--- src/rkst_pkg.sv ---
// shared types, codes and constants for the render key sorted table
`default_nettype none

package rkst_pkg;

	localparam int CAPACITY_DEF = 64;

	localparam int MODE_W   = 2;
	localparam int HANDLE_W = 16;
	localparam int KEY_W    = 16;
	localparam int POS_W    = 6;
	localparam int STATUS_W = 3;
	localparam int TOTAL_W  = 7;

	localparam logic [MODE_W-1:0] MODE_INSERT = 2'd0;
	localparam logic [MODE_W-1:0] MODE_REMOVE = 2'd1;
	localparam logic [MODE_W-1:0] MODE_READ   = 2'd2;

	localparam logic [STATUS_W-1:0] ST_OK        = 3'd0;
	localparam logic [STATUS_W-1:0] ST_ZERO_KEY  = 3'd1;
	localparam logic [STATUS_W-1:0] ST_FULL      = 3'd2;
	localparam logic [STATUS_W-1:0] ST_NOT_FOUND = 3'd3;
	localparam logic [STATUS_W-1:0] ST_RANGE     = 3'd4;

	typedef struct packed {
		logic [HANDLE_W-1:0] handle;
		logic [KEY_W-1:0]    drawable;
		logic [KEY_W-1:0]    material;
		logic [KEY_W-1:0]    texture;
	} entry_t;

	// per-cycle commands broadcast to every cell
	typedef struct packed {
		logic flag_en;
		logic ins_en;
		logic rem_en;
	} cell_ctl_t;

endpackage

`default_nettype wire

--- src/rkst_cell.sv ---
// one table slot: holds an entry, compares it and shifts with its neighbours
`default_nettype none

module rkst_cell
	import rkst_pkg::*;
#(
	parameter int IDX = 0,
	parameter int CW  = 7
) (
	input  wire logic          clk,
	input  wire cell_ctl_t     ctl,
	input  wire entry_t        operand,
	input  wire logic [CW-1:0] count,
	input  wire entry_t        left_entry,
	input  wire logic          left_gt,
	input  wire entry_t        right_entry,
	input  wire logic          hit_incl,
	output entry_t             entry,
	output logic               gt,
	output logic               hit
);

	entry_t entry_q;
	logic   gt_q;
	logic   hit_q;
	logic   valid;
	logic   tail;

	assign valid = CW'(IDX) < count;
	assign tail  = CW'(IDX) == count;

	always_ff @(posedge clk) begin
		if (ctl.flag_en) begin
			gt_q  <= valid && ({entry_q.drawable, entry_q.material, entry_q.texture} >
				{operand.drawable, operand.material, operand.texture});
			hit_q <= valid && (entry_q.handle == operand.handle);
		end
		if (ctl.ins_en) begin
			// everything above the insert point moves up by one
			if (left_gt) begin
				entry_q <= left_entry;
			end else if (gt_q || tail) begin
				entry_q <= operand;
			end
		end else if (ctl.rem_en && hit_incl) begin
			entry_q <= right_entry;
		end
	end

	assign entry = entry_q;
	assign gt    = gt_q;
	assign hit   = hit_q;

endmodule

`default_nettype wire

--- config.mk ---
export PLATFORM = sky130hd
export DESIGN_NAME = rkst_cell
export DESIGN_NICKNAME = d
export VERILOG_FILES = /design/src/rkst_pkg.sv /design/src/rkst_cell.sv
export SDC_FILE = /design/constraint.sdc
export NUM_CORES = 1
export LEC_CHECK = 0
export ABC_AREA = 1
export BUFFER_PORTS_ARGS = -buffer_cell sky130_fd_sc_hd__buf_2
export CORE_MARGIN = 1.5
export CORE_UTILIZATION = 44
export CTS_BUF_LIST = sky130_fd_sc_hd__clkbuf_2
export DETAILED_ROUTE_END_ITERATION = 10
export GPL_TIMING_DRIVEN = 0
export PLACE_DENSITY = 0.82
export REMOVE_ABC_BUFFERS = 1
export SETUP_SLACK_MARGIN = 0.02
export SLEW_MARGIN = 30
export SYNTH_ARGS = -nofsm -noshare
export SYNTH_HDL_FRONTEND = slang
export SYNTH_SLANG_ARGS = --single-unit
--- constraint.sdc ---
create_clock -name clk -period 5.41 [get_ports clk]
set_input_delay 0.541 -clock clk [delete_from_list [all_inputs] [get_ports clk]]
set_output_delay 0.541 -clock clk [all_outputs]
set_load 0.02 [all_outputs]
==> results by group <==
CTS
  – Cells resized by post-CTS repair: 0
  – Clock buffers created by TritonCTS: 9
  – Clock net sink count: 66
  – CTS tree: done
  – Level count of the clock H-tree: 3
  – Clock transition at the registers of the reported paths: 0.18 ns
  – Number of buffers between clock root and the deepest sink: 2
  – Clock latency of the later-clocked register in the worst-skew pair: 0.48 ns
  – Clk root buf: clkbuf_2
  – Hold Buf Count CTS: 0
  – Buffers inserted by post-CTS timing repair: 0

Drt
  – Routed Wire Length: 14.1 mm
  – Number of nets with antenna violations after routing: 0
  – Post-DR vias/cell: 5.07
  – Avg WL per Cell: 14.1 um
  – Iter 0 DRT Violations: 261
  – Total number of vias: 5069
  – First-pass iteration count of the detailed router: 5
  – Number of DRC violations after detailed routing: 0

Setup path
  – CP bufs+invs: 3
  – Data required time of the worst path: 5.58 ns
  – Endpoint kind of the worst setup timing path: flip-flop
  – Critical-path cell with the highest stage delay: a31oi_4
  – Delay of the slowest cell on the worst path: 0.63 ns
  – Critical Path Fanout Max: 66
  – Register-to-register setup slack: 3.58 ns
  – Cell mode on critical path: buf_16
  – Arrival time at the worst endpoint: 2.28 ns
  – CP top delay family: buffers and inverters
  – Series of cell instances along the critical path: buf_4 -> nor2_1 -> a31oi_4 -> buf_16 -> buf_16
  – Type of the setup path with the least slack: in -> reg
  – CP Launch Type: input pin

Final layout
  – Most common cell after layout, fill and taps aside: buf_2
  – Final cell count without fillers: 1000
  – Commonest non-fill, non-tap cells in the layout: buf_2, nand2_1, o21ai_0
  – Total Nets Final: 1111
  – Fillcell total: 991
  – Layout cells sized above 1: 34.8%
  – Synthesis-to-layout area growth: 33.7%

Placed design
  – Weighted congestion at the end of routability-driven global placement: 0.800
  – Detail Placement HPWL: 10.6 mm
  – Number of cells after detailed placement: 983
  – Pre-CTS worst setup slack: 2.83 ns
  – Count of buffers from port buffering: 270

Floorplan
  – Die extent in x: 107 um
  – Core Footprint: 10400 um2
  – Starting utilization of the core area: 45.7%
  – Total die area: 11500 um2
  – I/O pin count: 271
  – Vert. Die Dim: 107 um
  – Number of placement rows: 37

STA
  – Worst Hold Margin: 0.288 ns
  – Setup Total Neg Slack: 0 ns
  – Max_slew headroom: 53.4%
  – F_max: 474 MHz
  – Final count of pins violating max slew: 0
  – Total setup violations reported at the end of the flow: 0
  – Worst Max-Slew Pin Slew: 0.699 ns
  – Final worst clock skew: 0.0257 ns
  – Final critical-path required period: 2.11 ns
  – RSZ-0062 raised after global routing: no
  – Endpoints failing hold: 0
  – Final worst-path cycle share: 39.0%
  – Worst-case setup margin in the final layout: 3.30 ns

Yosys
  – Proportion of netlist area held by the largest area contributor: 41.6%
  – Cell types with the largest area share after synthesis: edfxtp_1, ha_1, nand2_1
  – Post-Synthesis Cell Area: 4760 um2
  – Async set-or-reset flop fraction in the synthesized netlist: 0%
  – Yosys reg bits: 66
  – Netlist cell types: 32
  – Cells after Synth: 600
  – Top flip-flop cell by instance count after synthesis: edfxtp_1
  – Number of flops mapped to enable cells by yosys: 66
  – Share of the yosys chip area belonging to registers: 41.6%
  – Post-Synthesis Mean Instance Area: 7.94 um2
  – Biggest area consumer among synthesized cells: edfxtp_1
  – Yosys synthesis warning count: 0

Global route
  – Number of global-route vias before repair: 4718
  – Total gr overflow: 0
  – Total routing resource utilization after global routing: 24.4%
  – Largest net degree at the start of global routing: 68
  – Wire length of the first global-routing pass: 21.7 mm
  – Initial antenna violation count: 1

Run
  – Max capacitance violation total: 0

Power
  – Max IR drop VDD: 0.000135 V
  – Static leakage: 3.26 nW
  – PD cells: 213 nW/um2

Hold path
  – Class of the most critical hold timing path: in -> reg

Run status
  – Result of the run: finished clean
## path summary, 6_finish.rpt
| check | start | end | depth (start not counted) |
|---|---|---|---|
| setup / recovery | left_gt | entry[26] | 5 |
| hold / removal | ctl[2] | hit | 1 |
| setup reg to reg | gt | entry[26] | 4 |
| hold reg to reg | entry[63] | hit | 4 |
## per-stage QoR
step           instance area [um2]  power [mW]  utilization [%]
2_1_floorplan                 4650       0.910                -
3_3_place_gp                  6170        1.10             59.2
3_5_place_dp                  6280        1.11             60.3
4_1_cts                       6360        1.37             61.1
5_1_grt                       6370        1.45             61.1
6_report                      6370        1.35             61.1
## area by class of cell
| type | count | area, um2 | share of cell area (%) |
|---|---|---|---|
| Clock buffer | 11 | 55.1 | 0.865 |
| Antenna cell | 1 | 2.50 | 0.0393 |
| Inverter | 66 | 253 | 3.97 |
| Sequential cell | 66 | 1980 | 31.1 |
| Clock inverter | 5 | 31.3 | 0.491 |
| Timing Repair Buffer | 273 | 1440 | 22.6 |
| Tap cell | 136 | 170 | 2.67 |
| Multi-Input combinational cell | 442 | 2430 | 38.2 |
## cell families after synthesis
family | share of synthesized area, %
flip-flops | 41.6
AND/OR/NAND/NOR | 18.6
adder cells (fa/ha/maj) | 12.6
AO/OA/AOI/OAI | 17.6
XOR/XNOR | 2.02
buffers and inverters | 7.59
## cell usage after synthesis, types with 2 or more instances
cell type / number
ha_1: 48
nor2_2: 3
o21ai_1: 42
inv_1: 64
a21oi_1: 20
nor3_1: 2
a21o_1: 2
inv_2: 2
nor2_1: 79
xnor2_1: 2
edfxtp_1: 66
nor4_1: 3
xor2_1: 9
nand3_1: 6
nand4_1: 4
clkbuf_1: 17
buf_2: 6
nand2_1: 121
o21a_1: 2
buf_4: 2
o21ai_0: 89
## sequential cells by signal (all words and copies together) (netlist names)
signal	flops
hit	1
gt	1
entry	64
## report_power, final
group | switching [mW] | internal [mW] | total (mW) | leakage (nW)
clock | 0.191 | 0.0629 | 0.254 | 0.0617
combinational | 0.263 | 0.181 | 0.444 | 2.55
sequential | 0.0284 | 0.628 | 0.656 | 0.657
## metal layers
layer	GRT usage (%)	routed length [um]
met1	27.8	5610
met4	8.38	277
met3	4.86	1090
met5	0	0
met2	45.0	7140
No activity file was read; power rests on OpenSTA's default activity.
