File: src/rkst_pkg.sv
// shared types, codes and constants for the render key sorted table
`default_nettype none

package rkst_pkg;

	localparam int CAPACITY_DEF = 64;

	localparam int MODE_W   = 2;
	localparam int HANDLE_W = 16;
	localparam int KEY_W    = 16;
	localparam int POS_W    = 6;
	localparam int STATUS_W = 3;
	localparam int TOTAL_W  = 7;

	localparam logic [MODE_W-1:0] MODE_INSERT = 2'd0;
	localparam logic [MODE_W-1:0] MODE_REMOVE = 2'd1;
	localparam logic [MODE_W-1:0] MODE_READ   = 2'd2;

	localparam logic [STATUS_W-1:0] ST_OK        = 3'd0;
	localparam logic [STATUS_W-1:0] ST_ZERO_KEY  = 3'd1;
	localparam logic [STATUS_W-1:0] ST_FULL      = 3'd2;
	localparam logic [STATUS_W-1:0] ST_NOT_FOUND = 3'd3;
	localparam logic [STATUS_W-1:0] ST_RANGE     = 3'd4;

	typedef struct packed {
		logic [HANDLE_W-1:0] handle;
		logic [KEY_W-1:0]    drawable;
		logic [KEY_W-1:0]    material;
		logic [KEY_W-1:0]    texture;
	} entry_t;

	// per-cycle commands broadcast to every cell
	typedef struct packed {
		logic flag_en;
		logic ins_en;
		logic rem_en;
	} cell_ctl_t;

endpackage

`default_nettype wire

File: src/rkst_prefix.sv
// log-depth prefix or over the handle match flags of the cell row
`default_nettype none

module rkst_prefix
	import rkst_pkg::*;
#(
	parameter int N = CAPACITY_DEF
) (
	input  wire logic [N-1:0] hit,
	output logic [N-1:0]      hit_incl
);

	logic [N-1:0] acc;

	always_comb begin
		acc = hit;
		for (int s = 1; s < N; s = s * 2) begin
			acc = acc | (acc << s);
		end
	end

	assign hit_incl = acc;

endmodule

`default_nettype wire
File: config.mk
export PLATFORM = sky130hd
export DESIGN_NAME = rkst_prefix
export DESIGN_NICKNAME = d
export VERILOG_FILES = /design/src/rkst_pkg.sv /design/src/rkst_prefix.sv
export SDC_FILE = /design/constraint.sdc
export NUM_CORES = 1
export LEC_CHECK = 0
export BUFFER_PORTS_ARGS = -buffer_cell sky130_fd_sc_hd__buf_2
export CAP_MARGIN = 20
export CORE_ASPECT_RATIO = 0.9
export CORE_MARGIN = 2
export CORE_UTILIZATION = 26
export DETAILED_ROUTE_END_ITERATION = 8
export PLACE_DENSITY = 0.81
export SYNTH_ARGS = -nofsm -noshare
export SYNTH_HDL_FRONTEND = slang
export SYNTH_SLANG_ARGS = --single-unit
File: constraint.sdc
create_clock -name vclk -period 3.1
set_clock_uncertainty 0.2 [all_clocks]
set_input_delay 0.775 -clock vclk [all_inputs]
set_output_delay 0.775 -clock vclk [all_outputs]
set_load 0.01 [all_outputs]
==> flow_summary_export.csv, run 1 <==
group,metric,value,unit
grt,grt_overflow,0,
logic_synthesis,synth_top_area_frac,0.0912,
die,die_y,54.6,um
final_layout,seq_cells,0,
grt,top_usage_layer,"met2",
logic_synthesis,postSynthCellCount,125,
placement,io_buffers,128,
timing,setup_ws,-0.367,ns
logic_synthesis,synth-seq-area-share,0,
routing,drt_iter0_drc,137,
worst_setup_path,worstPathCellList,"buf_6, or4_4, or4_4, nor3_4, buf_6, nand4_1, buf_2",
final_layout,final_common_cell,"buf_2",
grt,grt_util_met2,0.507,
routing,route.vias.total,1782,
die,io_pins,128,
die,rows,18,
routing,drtAntennaViolNets,0,
routing,first_pass_iters,4,
timing,finalMaxSlewViolations,0,
logic_synthesis,syn_area_per_cell,5.93,um2
logic_synthesis,syn-cell-area,741,um2
power,p_leak,0.00106,uW
worst_setup_path,critPathSlowestCell,"or4_4",
final_layout,layout-drive-gt1-share,0.755,
timing,slew_headroom,0.663,
placement,place_congestion,0.780,
routing,vias_per_cell,5.40,
worst_setup_path,crit_path_max_incr_delay,0.54,ns
logic_synthesis,synth_fp_nets,189,
die,start_util,0.272,
final_layout,regArea,0,um2
grt,grt_pass1_vias,1434,
logic_synthesis,synth_cell_types,24,
grt,met1_usage,0.271,
placement,place_inst,318,
die,die_w,60.3,um
worst_setup_path,path_class,"in2out",
timing,fin_crit,3.47,ns
timing,post-route-period-util,1.12,
routing,post_drt_wl_per_cell,17.3,um
timing,setup_viol_count_final,41,
final_layout,diodes,0,
final_layout,fillers,159,
final_layout,clkbuf_count,0,
final_layout,fin_nets,356,
timing,clock.fmax,0.288,GHz
worst_setup_path,startpoint_type,"primary input",
worst_setup_path,worstSetupEndpointType,"primary output",
timing,whs,1.62,ns
logic_synthesis,yosys.area.top_type,"nor2_1",
grt,grt_util_met3,0.0165,
outcome,status,"finished with violations",
final_layout,syn_to_final_growth,208,%
run,drv_cap,0,
timing,finalHoldViolations,0,
final_layout,final_cell_mix,"buf_2 (99), buf_6 (38), buf_4 (27)",
routing,wl,5710,um
power,power_density,51.4,mW/mm2
power,total_power,117,uW
die,core,0.00273,mm2
worst_setup_path,arrival,2.49,ns
logic_synthesis,yosys-top-cells-area,"nor2_1 (9.1%), nand3_1 (8.1%), nand2_1 (7.6%)",
worst_setup_path,required,2.12,ns
final_layout,instances_no_fill,330,
routing,drc,0,
logic_synthesis,ys_warn_count,0,
grt,grt_max_degree,10,
grt,antenna_found_initial,0,
worst_setup_path,crit_path_max_fanout,4,
timing,rsz0062_at_grt,"yes",
grt,grt_usage,0.245,
placement,post-dp-hpwl,3160,um
timing,worst_slew_pin_slew,0.499,ns
outcome,violations,"setup timing",
grt,grt_pass1_wl,6200,um
power,ir_drop,0.0000450,V
timing,setup_tns,-8.55,ns
hold_path,min_path_type,"in2out",
die,die_area,0.00329,mm2
==> report_power, final <==
part	internal [uW]	switching (uW)
Sequential	0	0
Clock	0	0
Combinational	63.7	53.8
==> through the flow <==
step	setup WS [ns]	instance area, um2	util
global placement	-0.345	1650	0.604
floorplan	-0.144	756	-
detailed placement	-0.372	1650	0.604
finish	-0.367	2280	0.838
CTS	-0.344	1950	0.714
global route	-0.416	2280	0.838
==> final timing paths <==
check	from	to	slack (ns)	cells past startpoint
setup / recovery	hit[43]	hit_incl[55]	-0.37	7
hold / removal	hit[0]	hit_incl[0]	1.62	2
==> synth_stat cells, types with 6 or more instances <==
cell type,instances
nand2_1,15
nand3_1,12
nand3b_1,7
nand4_1,6
nor2_1,18
nor3_1,7
nor4_1,8
or2_2,6
or3_1,8
or4_1,6
==> worst max-delay path, delay by kind of cell <==
family        cells  cell delay [ns]
simple gates      4             1.30
buf+inv           3             0.42
==> cells by family after synthesis <==
group | Yosys count | share of synthesized area
buf+inv | 10 | 0.0625
simple gates | 115 | 0.938
==> layer usage <==
metal,wire (um),up-vias
li1,-,809
met4,272,0
met5,0,-
met2,3250,118
met3,392,29
met1,1790,826
==> timing repair <==
item / CTS / global route
gates cloned: 4 / 1
hold buffers: 0 / 0
resized for setup: 48 / 64
buffers inserted: 6 / 2
endpoints found under the setup margin: 50 / 49
pin swaps: 6 / 5
==> final cells by class <==
type	instances	area, um2	share of cell area
Inverter	5	18.8	0.00821
Tap cell	40	50.0	0.0219
Timing Repair Buffer	170	1230	0.539
Multi-Input combinational cell	115	985	0.431
Power figures use the tool's default switching activity.
==> run 2, diff against run 1 <==
REMOVE_ABC_BUFFERS = 1   (was default)
==> run 2 against run 1 <==
  * Sequential cell count did not move
  * Non-clock buffer count rose by 2
  * Highest routed layer unchanged
  * Combinational power barely moved
  * Largest power group unchanged
  * Wire length rose by 8.5%
  * Maximum frequency fell by 0.34%
  * First-iteration DRC count fell by 55%
  * Critical path depth fell by 1
  * Cell count rose by 0.61%
  * Setup slack got worse by 0.012 ns
  * The flow still finishes with violations (setup timing)
  * Die area did not move
  * Count of clock-buffer cells in the layout did not move
==> flow_summary_export.csv, run 2 (synthesis gave the netlist of run 1 again) <==
group,metric,value,unit
timing,setup_viol_count_final,50,
routing,vias_per_cell,5.55,
outcome,violations,"setup timing",
final_layout,final_cell_mix,"buf_2 (100), buf_6 (38), buf_4 (27)",
timing,post-route-period-util,1.12,
die,die_y,54.6,um
final_layout,layout-drive-gt1-share,0.747,
die,core,0.00273,mm2
routing,wl_met3,537,um
routing,wl_met2,3310,um
placement,place_inst,314,
grt,antenna_found_initial,0,
timing,finalMaxSlewViolations,0,
final_layout,instances_no_fill,332,
placement,post-dp-hpwl,3030,um
final_layout,syn_to_final_growth,209,%
power,p_leak,0.00106,uW
power,ir_drop,0.0000440,V
timing,setup_tns,-11.78,ns
worst_setup_path,startpoint,"hit[43]",
worst_setup_path,worstPathCellList,"buf_6, or4_4, or4_4, nor3_1, nand3_1, buf_2",
routing,dr.max_layer_used,"met4",
final_layout,finalInstanceArea,0.00229,mm2
routing,drt_iter0_drc,62,
timing,worst_slew_pin_slew,0.646,ns
die,die_w,60.3,um
routing,first_pass_iters,5,
worst_setup_path,arrival,2.50,ns
worst_setup_path,path_class,"in2out",
grt,grt_usage,0.254,
timing,slew_headroom,0.565,
worst_setup_path,worstSetupEndpointType,"primary output",
worst_setup_path,path_delay_family,"simple AND/OR/NAND/NOR gates",
timing,fin_crit,3.48,ns
power,power_density,52.3,mW/mm2
hold_path,min_path_type,"in2out",
timing,setup_ws,-0.378,ns
worst_setup_path,startpoint_type,"primary input",
timing,clock.fmax,0.287,GHz
worst_setup_path,crit_top_cell,"or4_4",
timing,rsz0062_at_grt,"yes",
die,rows,18,
routing,drc,0,
run,drv_cap,0,
die,start_util,0.272,
grt,grt_overflow,0,
grt,grt_pass1_wl,6530,um
final_layout,final_core_util,0.839,
die,io_pins,128,
routing,post_drt_wl_per_cell,18.6,um
placement,place_congestion,0.785,
routing,drtAntennaViolNets,0,
worst_setup_path,crit_end,"hit_incl[52]",
routing,met1_length,2030,um
routing,wl,6190,um
worst_setup_path,cp_num_buf_inv,2,
worst_setup_path,required,2.12,ns
grt,grt_max_degree,9,
final_layout,fin_nets,358,
final_layout,final_common_cell,"buf_2",
worst_setup_path,critPathSlowestCell,"or4_4",
grt,grt_pass1_vias,1535,
routing,route.vias.total,1841,
final_layout,clkbuf_count,0,
placement,place_area,0.00160,mm2
timing,finalHoldViolations,0,
outcome,status,"finished with violations",
final_layout,seq_cells,0,
die,die_area,0.00329,mm2
final_layout,diodes,0,
worst_setup_path,crit_path_max_incr_delay,0.53,ns
final_layout,regArea,0,um2
worst_setup_path,critical_path_depth,6,
placement,io_buffers,128,
worst_setup_path,crit_path_max_fanout,4,
## run 2: cell count changes in the layout (fill, tap and decap cells not counted), sizes merged
cell,before,now
buf,169,172
clkbuf,1,0
## run 2: metrics by stage
stage / worst slack, ns / power [uW] / hold WS [ns]
finish: -0.378 / 120 / 1.64
global route: -0.425 / 125 / 1.65
CTS: -0.313 / 101 / 1.64
detailed placement: -0.429 / 87.3 / 1.64
global placement: -0.374 / 85.8 / 1.63
floorplan: -1.69 / 20.1 / 1.35
## run 2: worst min-delay path, stage by stage
cell and delay, ns:
buf_2 0.08, nand3b_1 0.09, buf_2 0.12
## run 2: what timing repair did
action	4_1_cts	5_1_grt
hold buffers	0	0
setup buffers	8	8
resized for setup	65	52
gates cloned	5	0
endpoints found under the hold margin	0	0
pin swaps	12	8
endpoints found under the setup margin	46	54
## run 2: layer usage
layer / vias up / global-route usage
li1: 808 / -
met1: 851 / 0.288
met2: 150 / 0.522
met3: 32 / 0.0189
met4: 0 / 0.0370
met5: - / 0
## run 2: how the worst min path moves through the flow
stage | from | to | slack (ns) | cells after the start
global route | hit[18] | hit_incl[18] | 1.65 | 3
global placement | hit[63] | hit_incl[63] | 1.63 | 3
detailed placement | hit[20] | hit_incl[20] | 1.64 | 3
finish | hit[51] | hit_incl[51] | 1.64 | 3
CTS | hit[41] | hit_incl[41] | 1.64 | 4
floorplan | hit[0] | hit_incl[0] | 1.35 | 0
## run 2: power by group
part / switching (uW) / internal, uW / total (uW)
Combinational: 56.6 / 63.0 / 120
Clock: 0 / 0 / 0
Sequential: 0 / 0 / 0
Total: 56.6 / 63.0 / 120
## run 2: cell type report
cell class         count  area (um2)
multi-input cells    115         972
inverters              5        18.8
fillers              140         438
repair buffers       172        1250
well taps             40        50.0
==> run 3, diff against run 2 <==
SETUP_SLACK_MARGIN = 0.3   (was default)
==> run 3 against run 2 <==
  * The run still ends with setup timing left
  * Utilization is 3.0 points higher
  * Count of clock-buffer cells in the layout is the same
  * Die area unchanged
  * Via count rose by 4.3%
  * Cell count is the same
  * Setup slack worse by 0.063 ns
  * First-iteration DRC count fell by 26%
  * Global-route usage up 2.6 points
  * Wire length grew 6.9%
  * Combinational power is 4% higher
  * Critical endpoint is now hit_incl[58]
==> flow_summary_export.csv, run 3 (synthesis gave the netlist of run 1 again) <==
group,metric,value,unit
outcome,status,"finished with violations",
outcome,violations,"setup timing",
worst_setup_path,critPathSlowestCell,"or4_4",
hold_path,min_from,"hit[10]",
grt,top_usage_layer,"met2",
die,start_util,0.272,
power,clkPwrFrac,0,
timing,rsz0062_at_grt,"yes",
timing,finalMaxSlewViolations,0,
routing,vias_per_cell,5.79,
worst_setup_path,startpoint,"hit[43]",
final_layout,fin_nets,358,
routing,drtAntennaViolNets,0,
final_layout,diodes,0,
worst_setup_path,critical_path_depth,7,
die,io_pins,128,
die,rows,18,
die,die_w,60.3,um
grt,grt_util_met2,0.589,
power,total_power,125,uW
grt,met1_usage,0.298,
run,drv_cap,0,
worst_setup_path,worstSetupEndpointType,"primary output",
final_layout,regArea,0,um2
worst_setup_path,path_delay_family,"simple AND/OR/NAND/NOR gates",
final_layout,final_cell_mix,"buf_2 (91), buf_6 (52), buf_4 (23)",
timing,slew_headroom,0.614,
final_layout,seq_cells,0,
final_layout,layout-drive-gt1-share,0.757,
hold_path,whs_path_depth,3,
power,power_density,52.6,mW/mm2
power,ir_drop,0.0000470,V
grt,grt_usage,0.280,
placement,post-dp-hpwl,3030,um
routing,drt_iter0_drc,46,
timing,setup_viol_count_final,52,
grt,antenna_found_initial,0,
timing,setup_ws,-0.441,ns
timing,fin_crit,3.54,ns
final_layout,syn_to_final_growth,220,%
placement,place_congestion,0.785,
grt,grt_pass1_wl,7090,um
power,netSwitchingFraction,0.474,
timing,worst_slew_pin_slew,0.574,ns
worst_setup_path,crit_path_max_incr_delay,0.53,ns
grt,grt_pass1_vias,1651,
worst_setup_path,path_class,"in2out",
placement,io_buffers,128,
grt,grt_overflow,0,
worst_setup_path,worstPathCellList,"buf_6, or4_4, or4_4, nor3_4, buf_6, nand4_1, buf_2",
routing,post_drt_wl_per_cell,19.9,um
timing,whs,1.63,ns
timing,post-route-period-util,1.14,
worst_setup_path,required,2.12,ns
power,switching_power,59.1,uW
routing,first_pass_iters,4,
power,p_leak,0.00112,uW
timing,clock.fmax,0.282,GHz
worst_setup_path,arrival,2.57,ns
die,die_area,0.00329,mm2
routing,wl,6620,um
worst_setup_path,startpoint_type,"primary input",
routing,drc,0,
routing,route.vias.total,1921,
grt,grt_util_met3,0.0236,
hold_path,min_path_type,"in2out",
die,core,0.00273,mm2
worst_setup_path,cp_num_buf_inv,3,
final_layout,clkbuf_count,0,
clock_tree,cts_hold_buf,0,
final_layout,final_common_cell,"buf_2",
power,power_frac_seq,0,
hold_path,holdPathEnd,"hit_incl[10]",
power,intPower,65.5,uW
power,p_comb_frac,1.000,
die,die_y,54.6,um
worst_setup_path,crit_path_max_fanout,8,
timing,finalHoldViolations,0,
grt,grt_max_degree,9,
## run 3: metal layers
metal  part of all wire  vias up
met1               0.32      894
met4              0.079        0
met3              0.075       63
met2               0.53      151
met5                  0        -
li1                   -      813
## run 3: layout make-up
type,instances,area [um2]
timing repair buffer,172,1310
multi-input combinational,115,986
fill,129,357
tap,40,50.0
inverter,5,18.8
## run 3: power by group through the flow
stage          Combinational, uW  Sequential, uW  Clock (uW)
3_3_place_gp                85.8               0           0
3_5_place_dp                87.3               0           0
2_1_floorplan               20.1               0           0
5_1_grt                      128               0           0
4_1_cts                      107               0           0
6_report                     125               0           0
## run 3: per-stage QoR
step / cells / instance area [um2] / setup slack (ns) / utilization / setup TNS, ns
global placement: 314 / 1600 / -0.374 / 0.589 / -8.48
CTS: 329 / 2140 / -0.313 / 0.785 / -7.90
floorplan: 120 / 713 / -1.69 / - / -62.27
global route: 332 / 2370 / -0.444 / 0.869 / -13.16
detailed placement: 314 / 1600 / -0.429 / 0.589 / -8.84
finish: 332 / 2370 / -0.441 / 0.869 / -11.32
## run 3: worst max-delay path by stage
stage	to
final	hit_incl[58]
after global routing	hit_incl[60]
after CTS	hit_incl[57]
after detailed placement	hit_incl[55]
after global placement	hit_incl[55]
after floorplan	hit_incl[54]
## run 3: repair_timing
| action | in CTS | in global routing |
|---|---|---|
| setup buffers | 10 | 3 |
| pin swaps | 18 | 9 |
| resized for setup | 93 | 41 |
| endpoints found under the setup margin | 57 | 58 |
| gates cloned | 5 | 0 |
| endpoints found under the hold margin | 0 | 0 |
